===== src/rtl/core/mct_pkg.sv =====
// shared constants, types and helper functions for the matrix concat/transform block
package mct_pkg;

   // number format
   localparam int FRAC_BITS = 16;
   localparam int WORD_BITS = 32;
   localparam int PROD_BITS = 2 * WORD_BITS;
   localparam int ACC_BITS  = PROD_BITS + 2;

   // matrix geometry
   localparam int ELEMS     = 16;
   localparam int IDX_BITS  = 4;
   localparam int STEP_BITS = 6;

   // word range limits and the identity diagonal value
   localparam logic signed [WORD_BITS-1:0] WORD_MAX = {1'b0, {(WORD_BITS-1){1'b1}}};
   localparam logic signed [WORD_BITS-1:0] WORD_MIN = {1'b1, {(WORD_BITS-1){1'b0}}};
   localparam int ONE_INT = (FRAC_BITS <= WORD_BITS - 2) ? (1 << FRAC_BITS)
                                                         : ((1 << (WORD_BITS - 1)) - 1);
   localparam logic signed [WORD_BITS-1:0] IDENT_ONE = WORD_BITS'(ONE_INT);

   // function selector codes
   localparam logic [1:0] FUNC_IDENTITY  = 2'd0;
   localparam logic [1:0] FUNC_LOAD      = 2'd1;
   localparam logic [1:0] FUNC_TRANSFORM = 2'd2;

   // result status codes
   localparam logic [1:0] STATUS_ACCEPTED    = 2'd0;
   localparam logic [1:0] STATUS_MULTIPLIED  = 2'd1;
   localparam logic [1:0] STATUS_TRANSFORMED = 2'd2;

   // sequencer step ends
   localparam logic [STEP_BITS-1:0] MUL_LAST_STEP   = 6'd63;
   localparam logic [STEP_BITS-1:0] XFORM_LAST_STEP = 6'd11;

   // tag that follows one multiply-accumulate through the pipeline
   typedef struct packed {
      logic                live;
      logic [1:0]          k;
      logic [IDX_BITS-1:0] dest;
   } mac_tag_type;

   // 32-bit input to the internal word width
   function automatic logic signed [WORD_BITS-1:0] word_from_in(input logic signed [31:0] v);
      logic signed [63:0] wide;
      wide = 64'(v);
      return wide[WORD_BITS-1:0];
   endfunction

   // internal word to the 32-bit result field
   function automatic logic signed [31:0] out_from_word(
         input logic signed [WORD_BITS-1:0] v);
      logic signed [63:0] wide;
      wide = 64'(v);
      return wide[31:0];
   endfunction

endpackage


===== src/rtl/core/mct_if.sv =====
// request and response channel interfaces of the matrix concat/transform block
interface mct_req_if;
   logic               valid;
   logic               ready;
   logic [1:0]         func;
   logic [3:0]         elem_index;
   logic signed [31:0] elem_value;
   logic               elem_last;
   logic signed [31:0] px;
   logic signed [31:0] py;
   logic signed [31:0] pz;

   modport source(output valid, output func, output elem_index, output elem_value,
                  output elem_last, output px, output py, output pz, input ready);
   modport sink(input valid, input func, input elem_index, input elem_value,
                input elem_last, input px, input py, input pz, output ready);
endinterface

interface mct_rsp_if;
   logic               valid;
   logic               ready;
   logic [1:0]         status;
   logic               saturated;
   logic signed [31:0] qx;
   logic signed [31:0] qy;
   logic signed [31:0] qz;

   modport source(output valid, output status, output saturated, output qx, output qy,
                  output qz, input ready);
   modport sink(input valid, input status, input saturated, input qx, input qy,
                input qz, output ready);
endinterface


===== src/rtl/core/matrix4_concat_transform.sv =====
// 4x4 fixed-point matrix concatenation and point transform unit
// Keeps a column-major 4x4 current matrix (Q16.16, reset to identity) and a right-hand
// operand matrix loaded one element per transaction. A transaction with func 1 and
// elem_last set multiplies current by operand into current; func 2 applies the upper-left
// 3x3 of current to (px,py,pz); func 0 reloads identity. Every request returns exactly one
// response. All arithmetic runs through one signed multiply-accumulate unit fed by a small
// sequencer, one product per cycle, with a four-stage read/multiply/add/round pipeline.
// A multiply runs 64 product steps and a point transform 12 steps, each followed by a drain
// of the pipeline; identity, plain loads and the unused selector go straight to the
// response. Requests are taken one at a time (ready only while idle),
// and a finished response waits in the output register without holding up the next request.
module matrix4_concat_transform import mct_pkg::*; (
   input logic         clock,
   input logic         reset,
   mct_req_if.sink     req_if,
   mct_rsp_if.source   rsp_if
);

   // sequencer states
   localparam logic [1:0] ST_IDLE  = 2'd0;
   localparam logic [1:0] ST_RUN   = 2'd1;
   localparam logic [1:0] ST_DRAIN = 2'd2;
   localparam logic [1:0] ST_DONE  = 2'd3;

   logic [1:0]           state_ff, state_in;
   logic [1:0]           status_ff, status_in;
   logic [STEP_BITS-1:0] step_ff, step_in;
   logic                 bank_ff, bank_in;
   logic [2*ELEMS-1:0]   valid_ff, valid_in;
   logic                 sat_ff, sat_in;

   logic signed [WORD_BITS-1:0] px_ff, py_ff, pz_ff;
   logic signed [WORD_BITS-1:0] qx_ff, qy_ff, qz_ff;

   mac_tag_type tag_a_ff, tag_a_in;
   mac_tag_type tag_b_ff, tag_c_ff;

   // matrix storage: current matrix in two banks, operand matrix
   logic signed [WORD_BITS-1:0] cur_mem [0:2*ELEMS-1];
   logic signed [WORD_BITS-1:0] opd_mem [0:ELEMS-1];

   logic signed [WORD_BITS-1:0] cur_rd_ff, opd_rd_ff;
   logic                        cur_hit_ff, cur_diag_ff;
   logic signed [PROD_BITS-1:0] prod_ff, prod_in;
   logic signed [ACC_BITS-1:0]  acc_ff, acc_in;

   logic                 rsp_valid_ff;
   logic [1:0]           rsp_status_ff;
   logic                 rsp_sat_ff;
   logic signed [31:0]   rsp_qx_ff, rsp_qy_ff, rsp_qz_ff;

   logic                 req_fire, rsp_load, is_mul;
   logic [1:0]           step_k, step_r, step_c;
   logic [IDX_BITS:0]    cur_raddr;
   logic [IDX_BITS-1:0]  opd_raddr;
   logic                 last_step, pipe_empty;
   logic signed [WORD_BITS-1:0] mul_a, mul_b, point_k;
   logic signed [ACC_BITS-1:0]  acc_shift;
   logic                 clamp_hi, clamp_lo, cur_we;
   logic signed [WORD_BITS-1:0] fin_val;

   assign req_if.ready = (state_ff == ST_IDLE);
   assign req_fire     = req_if.valid && req_if.ready;
   assign is_mul       = (status_ff == STATUS_MULTIPLIED);

   // step decode: c in the top bits, then r, k innermost
   assign step_k    = step_ff[1:0];
   assign step_r    = step_ff[3:2];
   assign step_c    = step_ff[5:4];
   assign cur_raddr = {bank_ff, step_k, step_r};
   assign opd_raddr = {step_c, step_k};
   assign last_step = is_mul ? (step_ff == MUL_LAST_STEP) : (step_ff == XFORM_LAST_STEP);
   assign pipe_empty = !(tag_a_ff.live || tag_b_ff.live || tag_c_ff.live);

   // issue tag for the step in flight
   always_comb begin
      tag_a_in.live = (state_ff == ST_RUN);
      tag_a_in.k    = step_k;
      tag_a_in.dest = {step_c, step_r};
   end

   // sequencer and control state
   always_comb begin
      state_in  = state_ff;
      status_in = status_ff;
      step_in   = step_ff;
      bank_in   = bank_ff;
      valid_in  = valid_ff;
      sat_in    = sat_ff;
      case (state_ff)
         ST_IDLE: begin
            if (req_fire) begin
               step_in   = '0;
               sat_in    = 1'b0;
               status_in = STATUS_ACCEPTED;
               state_in  = ST_DONE;
               case (req_if.func)
                  FUNC_IDENTITY: begin
                     valid_in = '0;
                     bank_in  = 1'b0;
                  end
                  FUNC_LOAD: begin
                     if (req_if.elem_last) begin
                        status_in = STATUS_MULTIPLIED;
                        state_in  = ST_RUN;
                     end
                  end
                  FUNC_TRANSFORM: begin
                     status_in = STATUS_TRANSFORMED;
                     state_in  = ST_RUN;
                  end
                  default: ;
               endcase
            end
         end
         ST_RUN: begin
            step_in = step_ff + 1'b1;
            if (last_step) begin
               state_in = ST_DRAIN;
            end
         end
         ST_DRAIN: begin
            if (pipe_empty) begin
               if (is_mul) begin
                  bank_in = !bank_ff;
               end
               state_in = ST_DONE;
            end
         end
         ST_DONE: begin
            if (rsp_load) begin
               state_in = ST_IDLE;
            end
         end
         default: state_in = ST_IDLE;
      endcase
      // round stage results
      if (tag_c_ff.live) begin
         sat_in = sat_in || clamp_hi || clamp_lo;
         if (cur_we) begin
            valid_in[{!bank_ff, tag_c_ff.dest}] = 1'b1;
         end
      end
   end

   // control registers
   always_ff @(posedge clock) begin
      if (reset) begin
         state_ff  <= ST_IDLE;
         status_ff <= STATUS_ACCEPTED;
         step_ff   <= '0;
         bank_ff   <= 1'b0;
         valid_ff  <= '0;
         sat_ff    <= 1'b0;
         tag_a_ff  <= '0;
         tag_b_ff  <= '0;
         tag_c_ff  <= '0;
      end else begin
         state_ff  <= state_in;
         status_ff <= status_in;
         step_ff   <= step_in;
         bank_ff   <= bank_in;
         valid_ff  <= valid_in;
         sat_ff    <= sat_in;
         tag_a_ff  <= tag_a_in;
         tag_b_ff  <= tag_a_ff;
         tag_c_ff  <= '{live: tag_b_ff.live && (tag_b_ff.k == 2'd3),
                        k: tag_b_ff.k, dest: tag_b_ff.dest};
      end
   end

   // latch point coordinates
   always_ff @(posedge clock) begin
      if (req_fire) begin
         px_ff <= word_from_in(req_if.px);
         py_ff <= word_from_in(req_if.py);
         pz_ff <= word_from_in(req_if.pz);
      end
   end

   // operand memory: written on load transactions, read by the sequencer
   always_ff @(posedge clock) begin
      if (req_fire && (req_if.func == FUNC_LOAD)) begin
         opd_mem[req_if.elem_index] <= word_from_in(req_if.elem_value);
      end
      opd_rd_ff <= opd_mem[opd_raddr];
   end

   // current matrix memory: read from the live bank, results go to the other bank
   assign cur_we = tag_c_ff.live && is_mul;
   always_ff @(posedge clock) begin
      if (cur_we) begin
         cur_mem[{!bank_ff, tag_c_ff.dest}] <= fin_val;
      end
      cur_rd_ff   <= cur_mem[cur_raddr];
      cur_hit_ff  <= valid_ff[cur_raddr];
      cur_diag_ff <= (step_k == step_r);
   end

   // multiply stage: entries not written since reset or the last identity request read as identity
   always_comb begin
      case (tag_a_ff.k)
         2'd0:    point_k = px_ff;
         2'd1:    point_k = py_ff;
         2'd2:    point_k = pz_ff;
         default: point_k = '0;
      endcase
      if (cur_hit_ff) begin
         mul_a = cur_rd_ff;
      end else begin
         mul_a = cur_diag_ff ? IDENT_ONE : '0;
      end
      mul_b   = is_mul ? opd_rd_ff : point_k;
      prod_in = mul_a * mul_b;
   end

   always_ff @(posedge clock) begin
      if (tag_a_ff.live) begin
         prod_ff <= prod_in;
      end
   end

   // accumulate stage, restarting on the first term of each dot product
   assign acc_in = ((tag_b_ff.k == 2'd0) ? '0 : acc_ff) + ACC_BITS'(prod_ff);

   always_ff @(posedge clock) begin
      if (tag_b_ff.live) begin
         acc_ff <= acc_in;
      end
   end

   // round stage: floor shift and saturate to the word range
   assign acc_shift = acc_ff >>> FRAC_BITS;
   assign clamp_hi  = acc_shift > ACC_BITS'(WORD_MAX);
   assign clamp_lo  = acc_shift < ACC_BITS'(WORD_MIN);
   always_comb begin
      if (clamp_hi) begin
         fin_val = WORD_MAX;
      end else if (clamp_lo) begin
         fin_val = WORD_MIN;
      end else begin
         fin_val = acc_shift[WORD_BITS-1:0];
      end
   end

   // transformed point components
   always_ff @(posedge clock) begin
      if (tag_c_ff.live && !is_mul) begin
         case (tag_c_ff.dest[1:0])
            2'd0:    qx_ff <= fin_val;
            2'd1:    qy_ff <= fin_val;
            default: qz_ff <= fin_val;
         endcase
      end
   end

   // response register
   assign rsp_load = (state_ff == ST_DONE) && (!rsp_valid_ff || rsp_if.ready);

   always_ff @(posedge clock) begin
      if (reset) begin
         rsp_valid_ff <= 1'b0;
      end else if (rsp_load) begin
         rsp_valid_ff <= 1'b1;
      end else if (rsp_if.ready) begin
         rsp_valid_ff <= 1'b0;
      end
   end

   always_ff @(posedge clock) begin
      if (rsp_load) begin
         rsp_status_ff <= status_ff;
         rsp_sat_ff    <= sat_ff;
         if (status_ff == STATUS_TRANSFORMED) begin
            rsp_qx_ff <= out_from_word(qx_ff);
            rsp_qy_ff <= out_from_word(qy_ff);
            rsp_qz_ff <= out_from_word(qz_ff);
         end else begin
            rsp_qx_ff <= '0;
            rsp_qy_ff <= '0;
            rsp_qz_ff <= '0;
         end
      end
   end

   assign rsp_if.valid     = rsp_valid_ff;
   assign rsp_if.status    = rsp_status_ff;
   assign rsp_if.saturated = rsp_sat_ff;
   assign rsp_if.qx        = rsp_qx_ff;
   assign rsp_if.qy        = rsp_qy_ff;
   assign rsp_if.qz        = rsp_qz_ff;

   // pipeline holds nothing while waiting for a request
   a_idle_pipe_empty: assert property (@(posedge clock) disable iff (reset)
      (state_ff == ST_IDLE) |-> pipe_empty)
      else $error("mac pipeline busy while idle");

   // one request at a time
   a_busy_after_accept: assert property (@(posedge clock) disable iff (reset)
      req_fire |=> !req_if.ready)
      else $error("request accepted back to back");

   // point fields are zero unless the response is a transform
   a_q_zero: assert property (@(posedge clock) disable iff (reset)
      (rsp_valid_ff && (rsp_status_ff != STATUS_TRANSFORMED)) |->
      ((rsp_qx_ff == '0) && (rsp_qy_ff == '0) && (rsp_qz_ff == '0)))
      else $error("nonzero point on non-transform response");

   // current matrix is written only by a multiply, never from the idle state
   a_cur_write_mul: assert property (@(posedge clock) disable iff (reset)
      cur_we |-> ((state_ff == ST_RUN) || (state_ff == ST_DRAIN)))
      else $error("current matrix written outside a multiply");

endmodule

===== src/flat_wrapper.sv =====
// flat-port wrapper written by rule: the top's interface ports become plain ports
module matrix4_concat_transform_flat import mct_pkg::*;
  (clock, reset, req_if_valid, req_if_func, req_if_elem_index, req_if_elem_value, req_if_elem_last, req_if_px, req_if_py, req_if_pz, req_if_ready, rsp_if_valid, rsp_if_status, rsp_if_saturated, rsp_if_qx, rsp_if_qy, rsp_if_qz, rsp_if_ready);
  mct_req_if req_if_i ();
  mct_rsp_if rsp_if_i ();
  input logic clock;
  input logic reset;
  input wire logic [$bits(req_if_i.valid)-1:0] req_if_valid;
  input wire logic [$bits(req_if_i.func)-1:0] req_if_func;
  input wire logic [$bits(req_if_i.elem_index)-1:0] req_if_elem_index;
  input wire logic [$bits(req_if_i.elem_value)-1:0] req_if_elem_value;
  input wire logic [$bits(req_if_i.elem_last)-1:0] req_if_elem_last;
  input wire logic [$bits(req_if_i.px)-1:0] req_if_px;
  input wire logic [$bits(req_if_i.py)-1:0] req_if_py;
  input wire logic [$bits(req_if_i.pz)-1:0] req_if_pz;
  output wire logic [$bits(req_if_i.ready)-1:0] req_if_ready;
  output wire logic [$bits(rsp_if_i.valid)-1:0] rsp_if_valid;
  output wire logic [$bits(rsp_if_i.status)-1:0] rsp_if_status;
  output wire logic [$bits(rsp_if_i.saturated)-1:0] rsp_if_saturated;
  output wire logic [$bits(rsp_if_i.qx)-1:0] rsp_if_qx;
  output wire logic [$bits(rsp_if_i.qy)-1:0] rsp_if_qy;
  output wire logic [$bits(rsp_if_i.qz)-1:0] rsp_if_qz;
  input wire logic [$bits(rsp_if_i.ready)-1:0] rsp_if_ready;
  assign req_if_i.valid = req_if_valid;
  assign req_if_i.func = req_if_func;
  assign req_if_i.elem_index = req_if_elem_index;
  assign req_if_i.elem_value = req_if_elem_value;
  assign req_if_i.elem_last = req_if_elem_last;
  assign req_if_i.px = req_if_px;
  assign req_if_i.py = req_if_py;
  assign req_if_i.pz = req_if_pz;
  assign req_if_ready = req_if_i.ready;
  assign rsp_if_valid = rsp_if_i.valid;
  assign rsp_if_status = rsp_if_i.status;
  assign rsp_if_saturated = rsp_if_i.saturated;
  assign rsp_if_qx = rsp_if_i.qx;
  assign rsp_if_qy = rsp_if_i.qy;
  assign rsp_if_qz = rsp_if_i.qz;
  assign rsp_if_i.ready = rsp_if_ready;
  matrix4_concat_transform u_core (.clock(clock), .reset(reset), .req_if(req_if_i), .rsp_if(rsp_if_i));
endmodule

===== config.mk =====
export PLATFORM = sky130hd
export DESIGN_NAME = matrix4_concat_transform_flat
export DESIGN_NICKNAME = d
export VERILOG_FILES = /design/src/rtl/core/mct_pkg.sv /design/src/rtl/core/mct_if.sv /design/src/rtl/core/matrix4_concat_transform.sv /design/src/flat_wrapper.sv
export SDC_FILE = /design/constraint.sdc
export NUM_CORES = 2
export LEC_CHECK = 0
export BUFFER_PORTS_ARGS = -buffer_cell sky130_fd_sc_hd__buf_2
export CAP_MARGIN = 10
export CORE_MARGIN = 2
export CORE_UTILIZATION = 44
export DETAILED_ROUTE_END_ITERATION = 8
export GPL_ROUTABILITY_DRIVEN = 0
export PLACE_DENSITY_LB_ADDON = 0.25
export SKIP_CTS_REPAIR_TIMING = 1
export SYNTH_ARGS = -nofsm -noshare
export SYNTH_HDL_FRONTEND = slang
export SYNTH_SLANG_ARGS = --single-unit

===== constraint.sdc =====
create_clock -name clock -period 9.9 [get_ports clock]
set_input_delay 0.495 -clock clock [delete_from_list [all_inputs] [get_ports clock]]
set_output_delay 0.495 -clock clock [all_outputs]
set_load 0.05 [all_outputs]

==> results.ini <==
[sta]
fmax_mhz=104
rsz0062_at_grt=no
slew_headroom_pct=19.8
holdWs_ps=24.8
period_needed_ps=9580
clock_skew_ps=108
final.setup.worst_slack_ps=325
slew_viol_final=0
setup_violations=0
finalHoldViolCount=0
finalCritPeriodShare_pct=96.7
worst_slew_pin_slew_ps=1200

[power]
ir_worst_vdd_mv=0.181
power_density_nw_per_um2=184
power.leakage_nw=49.3

[outcome]
status=finished, final reports clean

[routing]
dr.pass1.iters=6
routed_wirelength_mm=328
wl_per_cell_um=27.2
viasPerCell=5.63
drt_iter0_markers=7792
vias=67900
route.detailed.drc=0
detail-route-antenna-nets=0

[clock_tree]
insertion_delay_ps=920
cts_root_buf=clkbuf_16
clock_path_buffers=3
cts.sinks=2087
cts_tree=done
numCtsBuffers=211
htree_levels=4
clk_pin_slew_worst_paths_ps=60

[critical_path]
crit_buf_inv=8
cpPeakStageDelay_ps=590
path_common_cell=fa_1
end_kind=flop
start_kind=flop
cp_max_fo=15
critPathTopFamily=adder cells
cp_data_arrival_time_ps=10140
crit_type=reg2reg
required_ps=10460
cpMaxStageDelayCell=mux2i_1

[die]
die_h_um=517
initial_core_util_pct=44.2
core_area_um2=262000
die_w_um=517
row_count=188
die-area_um2=267000
ioPinCount=240

[synth]
syn-cell-area_um2=116000
syn_inst=7860
synth_warnings=0
syn-num-nets=9336
synth_ff_type=edfxtp_1
synth_edf_count=1957
synthArstFlopShare_pct=0
ys_seq_elements=2087
seq_area_frac_synth_pct=53.0
ys_types=84
syn_avg_cell_area_um2=14.7

[finish]
finalNonFillerCells=12100
layout_commonest_cell=edfxtp_1
finalNetCount=9816
final_area_um2=132000
area_delta_synth_final_pct=13.7
final_cell_mix=edfxtp_1 (1,957), fa_1 (1,083), inv_1 (1,010)
drive_gt1_share_pct=17.9

[global_routing]
grt_pass1_vias=69100
track_usage_pct=24.5
antenna_found_initial=26
grt_max_degree=131
grt_pass1_wl_mm=471
gr-total-overflow=0

[place]
placement.cell_area_um2=123000
hpwlAfterDp_mm=219
dpl_worst_slack_ps=40.1
port_buffers=239
dp.cells=11500

[worst_hold_path]
hp-class=in2reg

[run]
max_cap_violations=0

-- metrics by stage --
stage	setup TNS, ps	utilization [%]	power (mW)
6_report	0	50.2	24.2
4_1_cts	0	49.6	24.2
3_5_place_dp	0	46.9	16.1
3_3_place_gp	-23.4	46.9	16.0
2_1_floorplan	0	-	14.0
5_1_grt	0	50.2	25.1
-- power breakdown --
group | switching (mW) | internal, mW | total [mW] | leakage [nW]
clock network | 3.54 | 4.63 | 8.17 | 3.48
logic | 3.66 | 1.99 | 5.65 | 27.1
registers | 0.256 | 10.2 | 10.4 | 18.7
total | 7.46 | 16.8 | 24.2 | 49.3
-- cells by family (layout without fill, tap and decap cells) --
kind of cell / count (synthesis) / after routing / share of synthesized area [%]
other cells: 0 / 24 / 0
mux: 558 / 558 / 10.2
fa+ha+maj: 1337 / 1337 / 21.5
flops: 2087 / 2087 / 53.0
compound gates: 550 / 550 / 3.13
xor+xnor: 141 / 141 / 1.07
simple gates: 1779 / 1781 / 6.64
buf+inv: 1408 / 2072 / 4.57
-- layout make-up --
class / count / area (um^2)
clock buffer: 298 / 5890
multi-input combinational: 4367 / 49800
fill: 22000 / 130000
clock inverter: 101 / 1280
sequential: 2087 / 61400
inverter: 1011 / 3800
tap: 3515 / 4400
timing repair buffer: 662 / 5050
antenna: 24 / 60.1
-- state kept, by name, indices dropped and copies added, names as in the netlist, 64 cells and up --
signal          flops
u_core.cur_mem   1024
u_core.prod_ff     64
u_core.opd_mem    512
u_core.acc_ff      66
-- worst paths after layout --
path,start,to,slack (ps),depth (start not counted)
worst max-delay path,u_core.tag_a_ff[5]$_SDFF_PP0_,u_core.prod_ff[61]$_DFFE_PP_,320,32
worst min-delay path,req_if_elem_value[25],u_core.opd_mem[11][25]$_DFFE_PP_,20,1
worst max register to register,u_core.tag_a_ff[5]$_SDFF_PP0_,u_core.prod_ff[61]$_DFFE_PP_,320,32
worst min register to register,u_core.sat_ff$_SDFF_PP0_,u_core.rsp_if.saturated$_DFFE_PP_,400,0
-- cell usage after synthesis (28+ instances only) --
| cell type | count | area [um^2] |
|---|---|---|
| a21o_1 | 89 | 668 |
| a21oi_1 | 161 | 806 |
| and2_1 | 146 | 913 |
| buf_1 | 58 | 218 |
| clkbuf_1 | 335 | 1260 |
| dfxtp_1 | 130 | 2600 |
| edfxtp_1 | 1957 | 58800 |
| fa_1 | 1083 | 21700 |
| ha_1 | 254 | 3180 |
| inv_1 | 1011 | 3790 |
| mux2_2 | 33 | 372 |
| mux2i_1 | 34 | 340 |
| mux4_2 | 490 | 11000 |
| nand2_1 | 704 | 2640 |
| nand2b_1 | 28 | 175 |
| nand4_1 | 33 | 206 |
| nor2_1 | 664 | 2490 |
| nor2b_1 | 105 | 657 |
| o211ai_1 | 35 | 263 |
| o21a_1 | 39 | 293 |
| o21ai_0 | 74 | 370 |
| xnor2_1 | 88 | 771 |
| xor2_1 | 53 | 464 |
-- worst register-to-register path: cells and delay by family (launching register included) --
kind | cells | cell delay [ps]
XOR/XNOR | 1 | 130
AND/OR/NAND/NOR | 4 | 750
AO/OA/AOI/OAI | 9 | 2150
multiplexers | 1 | 590
flip-flops | 1 | 510
buffers and inverters | 8 | 1250
adder cells (fa/ha/maj) | 9 | 3920
-- layer usage --
| layer | up-vias | track usage (%) | wire length (um) |
|---|---|---|---|
| li1 | 28100 | - | - |
| met1 | 36000 | 34.0 | 132000 |
| met2 | 3179 | 38.2 | 153000 |
| met3 | 682 | 5.27 | 29500 |
| met4 | 4 | 8.40 | 13500 |
| met5 | - | 0 | 23 |
No activity file was read; power rests on OpenSTA's default activity.
